$ cat src/rtl/bbanf_pkg.sv
// Package for the next-fit bitmap lot allocator.
// Holds field widths, action, status and register codes, and the map and scan types.
// No dependencies.
package bbanf_pkg;

  localparam int WORD_W    = 64;
  localparam int OFS_W     = 6;
  localparam int ACT_W     = 2;
  localparam int IDX_W     = 12;
  localparam int STAT_W    = 2;
  localparam int CNT_W     = 13;
  localparam int CFG_IDX_W = 1;

  localparam logic [ACT_W-1:0] ACT_ALLOC = 2'd0;
  localparam logic [ACT_W-1:0] ACT_FREE  = 2'd1;
  localparam logic [ACT_W-1:0] ACT_GRANT = 2'd2;

  localparam logic [STAT_W-1:0] STAT_OK     = 2'd0;
  localparam logic [STAT_W-1:0] STAT_NOFREE = 2'd1;
  localparam logic [STAT_W-1:0] STAT_WPROT  = 2'd2;
  localparam logic [STAT_W-1:0] STAT_RANGE  = 2'd3;

  localparam logic [CFG_IDX_W-1:0] CFG_LOT_COUNT     = 1'b0;
  localparam logic [CFG_IDX_W-1:0] CFG_WRITE_PROTECT = 1'b1;

  typedef struct packed {
    logic [WORD_W-1:0] in_use;
    logic [WORD_W-1:0] free;
  } map_word_t;

  typedef struct packed {
    logic [WORD_W-1:0] bits;
    logic [OFS_W-1:0]  lo;
    logic [OFS_W-1:0]  hi;
  } scan_req_t;

  typedef struct packed {
    logic             found;
    logic [OFS_W-1:0] pos;
  } scan_res_t;

endpackage

$ cat src/rtl/bbanf_scan_unit.sv
// Shared find-first unit: masks one map row to a bit window and returns
// the lowest set bit. Depends on bbanf_pkg.
module bbanf_scan_unit (
  input  bbanf_pkg::scan_req_t req_i,
  output bbanf_pkg::scan_res_t res_o
);
  import bbanf_pkg::*;

  logic [WORD_W-1:0] lo_mask;
  logic [WORD_W-1:0] hi_mask;
  logic [WORD_W-1:0] masked;
  logic [OFS_W-1:0]  pos;

  assign lo_mask = {WORD_W{1'b1}} << req_i.lo;
  assign hi_mask = {WORD_W{1'b1}} >> (OFS_W'(WORD_W - 1) - req_i.hi);
  assign masked  = req_i.bits & lo_mask & hi_mask;

  always_comb begin
    pos = '0;
    for (int i = WORD_W - 1; i >= 0; i--) begin
      if (masked[i]) begin
        pos = OFS_W'(i);
      end
    end
  end

  assign res_o.found = |masked;
  assign res_o.pos   = pos;

endmodule

$ cat config.mk
export PLATFORM = sky130hd
export DESIGN_NAME = bbanf_scan_unit
export DESIGN_NICKNAME = d
export VERILOG_FILES = /design/src/rtl/bbanf_pkg.sv /design/src/rtl/bbanf_scan_unit.sv
export SDC_FILE = /design/constraint.sdc
export NUM_CORES = 1
export LEC_CHECK = 0
export BUFFER_PORTS_ARGS = -buffer_cell sky130_fd_sc_hd__buf_2
export CELL_PAD_IN_SITES_DETAIL_PLACEMENT = 1
export CELL_PAD_IN_SITES_GLOBAL_PLACEMENT = 1
export CORE_MARGIN = 1
export CORE_UTILIZATION = 36
export DETAILED_ROUTE_END_ITERATION = 7
export PLACE_DENSITY = 0.91
export SLEW_MARGIN = 40
export SYNTH_ARGS = -nofsm -noshare
export SYNTH_HDL_FRONTEND = slang
export SYNTH_SLANG_ARGS = --single-unit
$ cat constraint.sdc
create_clock -name vclk -period 2.9
set_input_delay 0.145 -clock vclk [all_inputs]
set_output_delay 0.145 -clock vclk [all_outputs]
set_load 0.05 [all_outputs]
* After elaboration in Yosys (flattened, before gate mapping)
Index checks and enable logic that the tools add are counted.
** Operators by class
- Add/sub/neg operators :: 1
- Shift-type cells :: 2
- Multiplexer cells :: 64
- Bitwise logic cells :: 2
- Reductions and logical operators :: 1
** Operators by type and width (number)
- $mux 6 :: 64
- $and 64x64->64 :: 2
- $reduce_or 64->1 :: 1
- $shl 64x6->64 const A :: 1
- $shr 64x6->64 const A :: 1
- $sub 6x6->6 const A :: 1
** Word-level totals
- Flip-flop bits (word level) :: 0
- Output and inout bits :: 7
- Logic and storage cells :: 70

* Logic depth before layout (Yosys ltp)
Gate-level depths: netlist of run 1.
- Word-level depth :: 67
- Depth in mapped cells :: 11
- Depth with buffers taken out :: 8

* Worst setup path before layout of run 1
Ideal clock, no wire load.
- Kind :: input-to-output
- Start :: input port req_i[5] (netlist bit)
- End :: output port res_o[1] (netlist bit)
- Arrival :: 3302 ps
- Setup slack :: -547 ps
- Cell stages on the path :: 8
- Buffers on the path :: 2
- Path through :: buf_6 -> or2_2 -> buf_2 -> o2111a_1 -> or2_2 -> a211oi_1 -> nand4_1 -> o41ai_1
** RTL lines
- start, declared :: RTL line bbanf_scan_unit.sv:4 : input bbanf_pkg::scan_req_t req_i,
- end, declared :: RTL line bbanf_scan_unit.sv:5 : output bbanf_pkg::scan_res_t res_o

==> impl_metrics.csv, run 1 <==
group,metric,value,unit
synthesis,netlist_area,2350,µm²
power,p_leak,1.38,nW
die,initial_core_util,0.373,
critical_path,cp_cell_sequence,"buf_2 > and3_1 > o31ai_1 > a21oi_1 > nor4_4 > nand3_1 > nor4_1 > o31a_1 > o41ai_2 > clkbuf_4",
synthesis,yosysWarnings,0,
die,std_cell_rows,29,
layout,drive_gt1_frac,0.316,
drt,drt-vias-per-instance,6.99,
drt,num_vias,3882,
die,fp.dieW,82.9,µm
critical_path,slowest_delay,0.43,ns
sta,slew_violations,0,
synthesis,synthCells,391,
drt,route.detailed.wl_per_inst,23.5,µm
critical_path,worstSetupStartpointType,"input port",
critical_path,crit_type,"input port to output port",
layout,multi_input_area,2240,µm²
placement,io_buffers,83,
sta,timing.hold.ws,0.924,ns
synthesis,synthesis.nets,467,
drt,first_pass_iters,5,
grt,grt_pass1_wl,20300,µm
grt,grt_pass1_vias,3897,
drt,wl_met1,5300,µm
run,maxCapViolCount,0,
placement,dp_cells,555,
synthesis,synth_cell_type_count,59,
synthesis,post_synth.cell_area_avg,6.02,µm²
layout,final_cells,555,
die,dieArea,6870,µm²
layout,regArea,0,µm²
placement,hpwlAfterDp,10700,µm
synthesis,seq_area_frac_synth,0,
sta,tightest_slew,0.648,ns
die,io_pins,83,
sta,max_freq,0.354,GHz
layout,nets,556,
drt,wl_met3,1020,µm
drt,final_antenna_net_count,0,
grt,globalRouteOverflowTotal,0,
drt,wirelength,13000,µm
layout,fillers,905,
placement,gp_congestion,1.06,
critical_path,cpMaxStageDelayCell,"nor4_4",
critical_path,endpoint_kind,"output port",
critical_path,crit_path_max_fanout,21,
grt,grt_max_degree,22,
sta,timing.final.crit_period,2.82,ns
drt,drtIter0Drc,346,
critical_path,worstPathRequired,2.76,ns
placement,preCtsSetupSlack,-0.182,ns
layout,seq_cell_count,0,
hold_path,min_path_type,"input port to output port",
layout,antenna_cells,0,
sta,timing.final.crit_share,0.974,
drt,dr.max_layer_used,"met4",
die,fp.dieH,82.9,µm
sta,setup-violations-final,0,
sta,setup_slack,0.0759,ns
grt,grt_antenna_before_repair,0,
critical_path,worstPathArrival,2.68,ns
grt,track_usage,0.366,
run_status,status,"complete, no violations",
drt,post-route-drc-count,0,
power,vdd_drop_max,0.102,mV
layout,syn_to_final_growth,30.7,%
drt,met2_length,5910,µm
sta,finalHoldViolations,0,
sta,max_slew_margin,0.562,
layout,n_clock_buffer,0,
power,powerDensity,205,nW/µm²
die,core,6310,µm²
==> final timing paths <==
kind                  startpoint        to  cells past startpoint
worst max-delay path    req_i[2]  res_o[1]                     10
worst min-delay path   req_i[12]  res_o[0]                      4
==> power breakdown <==
part	internal [mW]	switching (mW)
sequential	0	0
combinational	0.228	0.404
clock	0	0
==> through the flow <==
stage / power (mW) / TNS (ns) / utilization / instance area, µm²
final: 0.632 / 0 / 0.488 / 3080
after CTS: 0.599 / 0 / 0.479 / 3020
after floorplan: 0.373 / 0 / - / 2370
after global placement: 0.575 / -0.119 / 0.477 / 3010
after global routing: 0.670 / -0.0842 / 0.488 / 3080
after detailed placement: 0.593 / -0.182 / 0.477 / 3010
==> cell type report <==
cell class                      count  share of cell area
Inverter                            8             0.00976
Tap cell                           77              0.0313
Multi-Input combinational cell    348               0.727
Timing Repair Buffer              122               0.232
==> critical path: cells and delay by family <==
family,cells,cell delay (ns)
and+or+nand+nor,4,1.21
AOI/OAI and AO/OA,4,0.87
buffers and inverters,2,0.44
==> cell families after synthesis <==
logic type             count (synthesis)  share of synthesized area
buffers and inverters                 43                     0.0824
AOI/OAI and AO/OA                    155                      0.495
and+or+nand+nor                      193                      0.423
==> repair_timing <==
action	in CTS	in global routing
hold buffers	0	0
resized for setup	2	16
endpoints found under the setup margin	1	5
pin swaps	0	1
buffers inserted	0	0
==> cells in the mapped netlist, drive strengths merged (9+ instances only) <==
cell type	count	area [µm²]
and2	13	81.3
nor3	14	75.1
nor2	42	158
o21ai	19	95.1
a21oi	27	135
nand2	42	158
buf	22	115
nor2b	9	56.3
clkbuf	13	48.8
o211ai	14	105
nand3	20	100
o2111ai	19	166
==> layout by cell type, fill, tap and decap left out, types with 3 or more instances in the layout <==
| cell type | count |
|---|---|
| o22ai_1 | 4 |
| nand2_1 | 42 |
| o21ai_0 | 16 |
| buf_2 | 82 |
| o211ai_1 | 14 |
| and2_1 | 13 |
| a21o_1 | 6 |
| o221a_2 | 4 |
| o31ai_1 | 5 |
| o2111ai_1 | 18 |
| nor2b_1 | 9 |
| and3_1 | 5 |
| nor3_2 | 4 |
| nor3_1 | 10 |
| a21oi_1 | 26 |
| nand4_1 | 8 |
| nor4_1 | 5 |
| nand2b_1 | 5 |
| inv_1 | 8 |
| nand3_1 | 20 |
| a31oi_1 | 6 |
| o31a_1 | 3 |
| a211oi_1 | 5 |
| nor4b_1 | 3 |
| buf_4 | 38 |
| o2111a_1 | 8 |
| nor2_1 | 41 |
| or2_2 | 7 |
| o21ai_1 | 3 |
| or3_1 | 5 |
| o21a_1 | 4 |
| o211a_1 | 5 |
==> per-layer routing <==
metal,global-route usage,vias up
met3,0.0368,62
met5,0,-
met1,0.470,1855
li1,-,1719
met4,0.205,0
met2,0.597,246
(Power assumes the default switching activity.)
==> inputs of run 2 (changes only) <==
--- a/config.mk
+++ b/config.mk
@@ -5,13 +5,14 @@
 export SDC_FILE = /design/constraint.sdc
 export NUM_CORES = 1
 export LEC_CHECK = 0
+export ABC_AREA = 1
 export BUFFER_PORTS_ARGS = -buffer_cell sky130_fd_sc_hd__buf_2
 export CELL_PAD_IN_SITES_DETAIL_PLACEMENT = 1
 export CELL_PAD_IN_SITES_GLOBAL_PLACEMENT = 1
 export CORE_MARGIN = 1
-export CORE_UTILIZATION = 36
+export CORE_UTILIZATION = 31
 export DETAILED_ROUTE_END_ITERATION = 7
-export PLACE_DENSITY = 0.91
+export PLACE_DENSITY = 0.89
 export SLEW_MARGIN = 40
 export SYNTH_ARGS = -nofsm -noshare
 export SYNTH_HDL_FRONTEND = slang
==> impl_metrics.csv, run 2 <==
group,metric,value,unit
run_status,status,"stopped before the end",
run_status,lastStage,"5_1_grt",
run_status,error,"[ERROR GRT-0116] Global routing finished with congestion. Check the congestion regions in the DRC Viewer.",
die,initial_core_util,0.331,
placement,gp_congestion,1.15,
clock_network,hold_buffers,0,
synthesis,synth_cell_type_count,34,
synthesis,ys_top_cells_by_area,"nand2_1 (27%), nor2_1 (14%), o2111ai_1 (12%), inv_1 (11%), o21ai_0 (6.0%)",
synthesis,synthCells,427,
die,std_cell_rows,28,
grt,grt_pass1_wl,32800,µm
die,fp.dieH,82.4,µm
placement,preCtsSetupSlack,-1.99,ns
placement,place_area,3460,µm²
grt,globalRouteOverflowTotal,4,
synthesis,yosysWarnings,0,
synthesis,netlist_area,2000,µm²
synthesis,synthesis.nets,503,
grt,track_usage,0.678,
die,fp.dieW,82.4,µm
synthesis,yosys.area.top_type,"nand2_1",
synthesis,yosysMostFrequentCell,"nand2_1",
synthesis,synth.top_cell.area_share,0.268,
grt,grt_max_degree,20,
grt,grt_pass1_vias,5725,
synthesis,post_synth.cell_area_avg,4.69,µm²
die,io_pins,83,
placement,hpwlAfterDp,12400,µm
synthesis,seq_area_frac_synth,0,
synthesis,synth_commonest_cells,"nand2_1 (143), nor2_1 (73), inv_1 (60)",
placement,io_buffers,83,
[run 2: cell count changes after synthesis, sizes merged, moves of 8 or more]
cell and change:
nor2b -9, and2 -12, buf -11, o2111a -8, inv +55, nor2 +34, o2111ai +9, clkbuf -10
o211ai -9, nand2 +105
[run 2: metal layers]
layer,global-route usage,overflow
met4,0.660,2
met2,0.879,1
met1,0.658,1
met5,0.208,0
met3,0.516,0
[run 2: cell families after synthesis]
group                  after synthesis  share of synthesized area
AND/OR/NAND/NOR                    263                      0.558
buffers and inverters               78                      0.157
AO/OA/AOI/OAI                       86                      0.285
[run 2: timing repair]
action,CTS
endpoints found under the hold margin,0
setup endpoints to repair,5
resized for setup,79
buffers inserted,22
pin swaps,27
gates cloned,0
[run 2: metrics by stage]
step	utilization	instances
after floorplan	-	427
after global placement	0.570	695
after detailed placement	0.570	695
after CTS	0.643	717
==> inputs of run 3 (changes only) <==
--- a/config.mk
+++ b/config.mk
@@ -7,12 +7,10 @@
 export LEC_CHECK = 0
 export ABC_AREA = 1
 export BUFFER_PORTS_ARGS = -buffer_cell sky130_fd_sc_hd__buf_2
-export CELL_PAD_IN_SITES_DETAIL_PLACEMENT = 1
-export CELL_PAD_IN_SITES_GLOBAL_PLACEMENT = 1
 export CORE_MARGIN = 1
-export CORE_UTILIZATION = 31
+export CORE_UTILIZATION = 32
 export DETAILED_ROUTE_END_ITERATION = 7
-export PLACE_DENSITY = 0.89
+export PLACE_DENSITY_LB_ADDON = 0.15
 export SLEW_MARGIN = 40
 export SYNTH_ARGS = -nofsm -noshare
 export SYNTH_HDL_FRONTEND = slang
==> impl_metrics.csv, run 3 <==
group,metric,value,unit
layout,drive_gt1_frac,0.449,
layout,regArea,0,µm²
synthesis,ys_top_cells_by_area,"nand2_1 (27%), nor2_1 (14%), o2111ai_1 (12%), inv_1 (11%), o21ai_0 (6.0%)",
grt,grt_pass1_wl,16900,µm
layout,syn_to_final_growth,94.9,%
drt,drtIter0Drc,314,
die,fp.dieW,81.1,µm
power,vdd_drop_max,0.129,mV
critical_path,critPathTopFamily,"simple AND/OR/NAND/NOR gates",
sta,timing.final.crit_period,4.29,ns
synthesis,synth.top_cell.area_share,0.268,
power,power.total,0.717,mW
sta,rsz0062_at_grt,"true",
synthesis,synthesis.nets,503,
drt,drt-vias-per-instance,5.16,
synthesis,netlist_area,2000,µm²
run_status,status,"finished with violations",
drt,num_vias,3744,
drt,wirelength,10800,µm
power,p_leak,2.25,nW
layout,seq_cell_count,0,
die,fp.dieH,81.1,µm
sta,finalHoldViolations,0,
synthesis,yosysMostFrequentCell,"nand2_1",
grt,grt_max_degree,18,
grt,track_usage,0.338,
grt,globalRouteOverflowTotal,0,
critical_path,crit_path_max_fanout,6,
sta,slew_violations,0,
layout,antenna_cells,0,
critical_path,worstPathRequired,2.76,ns
sta,setup_slack,-1.39,ns
layout,final_cells,725,
synthesis,synth_commonest_cells,"nand2_1 (143), nor2_1 (73), inv_1 (60)",
die,initial_core_util,0.334,
critical_path,endpoint_kind,"output port",
critical_path,cp_num_buf_inv,4,
synthesis,synthCells,427,
sta,tightest_slew,0.516,ns
placement,io_buffers,83,
placement,hpwlAfterDp,9010,µm
placement,dp_cells,712,
die,core,5990,µm²
die,dieArea,6580,µm²
drt,route.detailed.wl_per_inst,14.9,µm
synthesis,seq_area_frac_synth,0,
synthesis,yosys.area.top_type,"nand2_1",
critical_path,worstPathArrival,4.15,ns
sta,timing.hold.ws,0.801,ns
critical_path,cpMaxStageDelayCell,"buf_6",
die,io_pins,83,
critical_path,slowest_delay,0.17,ns
sta,setup-violations-final,2,
synthesis,yosysWarnings,0,
sta,fin_tns_setup,-2.54,ns
drt,final_antenna_net_count,0,
critical_path,crit_path_frequent_cell,"nand2_1",
sta,max_slew_margin,0.647,
critical_path,crit_type,"input port to output port",
drt,first_pass_iters,5,
layout,utilization,0.652,
hold_path,min_path_type,"input port to output port",
grt,grt_antenna_before_repair,0,
placement,gp_congestion,1.01,
die,std_cell_rows,28,
layout,final_cell_mix,"buf_4 (157), nand2_1 (136), buf_2 (67)",
layout,final_common_cell,"buf_4",
critical_path,worstSetupStartpointType,"input port",
layout,n_clock_buffer,0,
layout,nets,728,
run,maxCapViolCount,0,
power,powerDensity,184,nW/µm²
synthesis,synth_cell_type_count,34,
grt,grt_pass1_vias,3554,
sta,timing.final.crit_share,1.48,
run_status,violations,"negative setup slack",
drt,post-route-drc-count,0,
sta,max_freq,0.233,GHz
synthesis,post_synth.cell_area_avg,4.69,µm²
layout,fillers,611,
run 3: cell counts after synthesis:
Identical to the previous run, type by type.
run 3: where the power goes:
part / internal, mW / switching (mW) / leakage [nW]
clock: 0 / 0 / 0
combinational: 0.314 / 0.403 / 2.25
sequential: 0 / 0 / 0
run 3: per-stage QoR:
step                setup WS [ns]  area, µm²
global placement            -1.53       3580
detailed placement          -1.52       3580
finish                      -1.39       3900
floorplan                  -0.917       2130
CTS                         -1.29       3810
global route                -2.12       3900
run 3: layer usage:
layer / global-route usage / routed length [µm] / vias up
met5: 0 / 0 / -
li1: - / - / 1865
met4: 0.0804 / 270 / 0
met1: 0.447 / 4640 / 1671
met2: 0.598 / 4990 / 183
met3: 0.0135 / 875 / 25
run 3: worst paths after layout:
| path | startpoint | to | slack [ns] | cells past startpoint |
|---|---|---|---|---|
| max | req_i[9] | res_o[0] | -1.39 | 65 |
| min | req_i[12] | res_o[0] | 0.80 | 5 |
run 3: cell families (layout without fill, tap and decap cells):
family	Yosys count	in the layout	share of synthesized area
and+or+nand+nor	263	263	0.558
AOI/OAI and AO/OA	86	86	0.285
buffers and inverters	78	301	0.157
run 3: cell type report:
type                       count  area, µm²  share of cell area
timing repair buffer         237       1670               0.428
multi-input combinational    349       1900               0.486
inverter                      64        244              0.0625
tap                           75       93.8              0.0240
run 3: worst min-delay path, delay by kind of cell:
kind	cells	cell delay, ns
buf+inv	3	0.38
simple gates	1	0.08
compound gates	1	0.05
run 3: repair_timing:
| item | 4_1_cts | 5_1_grt |
|---|---|---|
| setup buffers | 11 | 2 |
| hold buffers | 0 | 0 |
| pin swaps | 17 | 5 |
| endpoints found under the setup margin | 4 | 5 |
| gates resized for setup | 43 | 24 |
==> inputs of run 4 (changes only) <==
--- a/config.mk
+++ b/config.mk
@@ -10,6 +10,7 @@
 export CORE_MARGIN = 1
 export CORE_UTILIZATION = 32
 export DETAILED_ROUTE_END_ITERATION = 7
+export MAX_ROUTING_LAYER = met4
 export PLACE_DENSITY_LB_ADDON = 0.15
 export SLEW_MARGIN = 40
 export SYNTH_ARGS = -nofsm -noshare
==> impl_metrics.csv, run 4 (synthesized netlist as in run 3, its figures left out) <==
group,metric,value,unit
layout,fin_area,4210,µm²
grt,grt_pass1_wl,17400,µm
grt,grt_antenna_before_repair,0,
layout,antenna_cells,0,
sta,max_freq,0.234,GHz
drt,wirelength,11100,µm
grt,grt_max_degree,20,
layout,final_common_cell,"buf_4",
sta,max_slew_margin,0.640,
critical_path,endpoint_kind,"output port",
layout,seq_cell_count,0,
drt,post-route-drc-count,0,
die,io_pins,83,
power,intPower,0.348,mW
sta,timing.final.crit_share,1.47,
die,core,5990,µm²
grt,met3_usage,0.0292,
clock_network,hold_buffers,0,
layout,final_cells,739,
grt,globalRouteOverflowTotal,0,
run_status,violations,"negative setup slack",
placement,io_buffers,83,
power,powerDensity,184,nW/µm²
sta,setup-violations-final,7,
power,p_sw,0.426,mW
run_status,status,"finished with violations",
sta,fin_tns_setup,-3.90,ns
layout,nets,742,
sta,tightest_slew,0.535,ns
power,clkPwrFrac,0,
die,initial_core_util,0.334,
hold_path,min_path_type,"input port to output port",
die,std_cell_rows,28,
power,combPwrFrac,1.000,
layout,utilization,0.703,
critical_path,crit_type,"input port to output port",
grt,track_usage,0.362,
critical_path,crit_path_max_fanout,5,
layout,syn_to_final_growth,110,%
placement,place_area,3610,µm²
sta,rsz0062_at_grt,"true",
die,fp.dieH,81.1,µm
drt,num_vias,3812,
layout,regArea,0,µm²
critical_path,crit_path_frequent_cell,"nand2_1",
placement,preCtsSetupSlack,-1.53,ns
critical_path,slowest_delay,0.20,ns
die,fp.dieW,81.1,µm
sta,setup_slack,-1.37,ns
grt,busiest_layer,"met2",
sta,timing.hold.ws,0.796,ns
critical_path,worstPathArrival,4.13,ns
layout,n_clock_buffer,0,
placement,dp_cells,716,
critical_path,worstPathRequired,2.76,ns
sta,timing.final.crit_period,4.27,ns
drt,drtIter0Drc,203,
grt,grtUsageMet2,0.593,
power,vdd_drop_max,0.162,mV
placement,hpwlAfterDp,9290,µm
sta,finalHoldViolations,0,
grt,grt_pass1_vias,3604,
sta,slew_violations,0,
die,dieArea,6580,µm²
drt,final_antenna_net_count,0,
run,maxCapViolCount,0,
hold_path,whs_path_depth,5,
critical_path,cpMaxStageDelayCell,"nor3_4",
power,switching_share,0.550,
placement,gp_congestion,0.995,
drt,first_pass_iters,5,
power,p_leak,2.35,nW
drt,drt-vias-per-instance,5.16,
grt,grt_util_met1,0.467,
critical_path,worstSetupStartpointType,"input port",
power,power.total,0.774,mW
drt,route.detailed.wl_per_inst,15.0,µm
layout,drive_gt1_frac,0.486,
layout,final_cell_mix,"buf_4 (168), nand2_1 (128), buf_2 (65)",
power,p_seq_frac,0,
-- run 4: changes by cell type in the layout (fill, tap and decap cells not counted), moves of 3 or more --
cell,before,now
nand3_4,1,4
nor2_1,62,58
buf_8,1,4
buf_4,157,168
nand2_1,136,128
nand2_2,6,11
-- run 4: worst paths after layout --
check	startpoint	to	slack, ns
hold / removal	req_i[12]	res_o[0]	0.80
setup / recovery	req_i[5]	res_o[0]	-1.37
-- run 4: layer usage --
metal / part of all wire / vias up / wire length [µm]
li1: - / 1898 / -
met3: 0.067 / 28 / 746
met1: 0.44 / 1720 / 4870
met2: 0.46 / 166 / 5140
met5: 0 / - / 0
met4: 0.031 / 0 / 348
-- run 4: layout make-up --
| class | count | area, µm² |
|---|---|---|
| Fill cell | 575 | 1780 |
| Multi-Input combinational cell | 349 | 2050 |
| Timing Repair Buffer | 251 | 1830 |
| Tap cell | 75 | 93.8 |
| Inverter | 64 | 244 |
-- run 4: what timing repair did --
item / CTS / global route
pin swaps: 32 / 19
resized for setup: 83 / 30
buffers inserted: 21 / 2
setup endpoints to repair: 4 / 7
-- run 4: power by group through the flow --
stage | Clock (mW) | Combinational [mW] | Sequential, mW
2_1_floorplan | 0 | 0.364 | 0
3_3_place_gp | 0 | 0.649 | 0
3_5_place_dp | 0 | 0.652 | 0
4_1_cts | 0 | 0.728 | 0
5_1_grt | 0 | 0.846 | 0
6_report | 0 | 0.774 | 0
-- run 4: critical path, delay by kind of cell --
family | cells | cell delay [ns]
AO/OA/AOI/OAI | 1 | 0.12
AND/OR/NAND/NOR | 63 | 3.60
buffers and inverters | 2 | 0.30
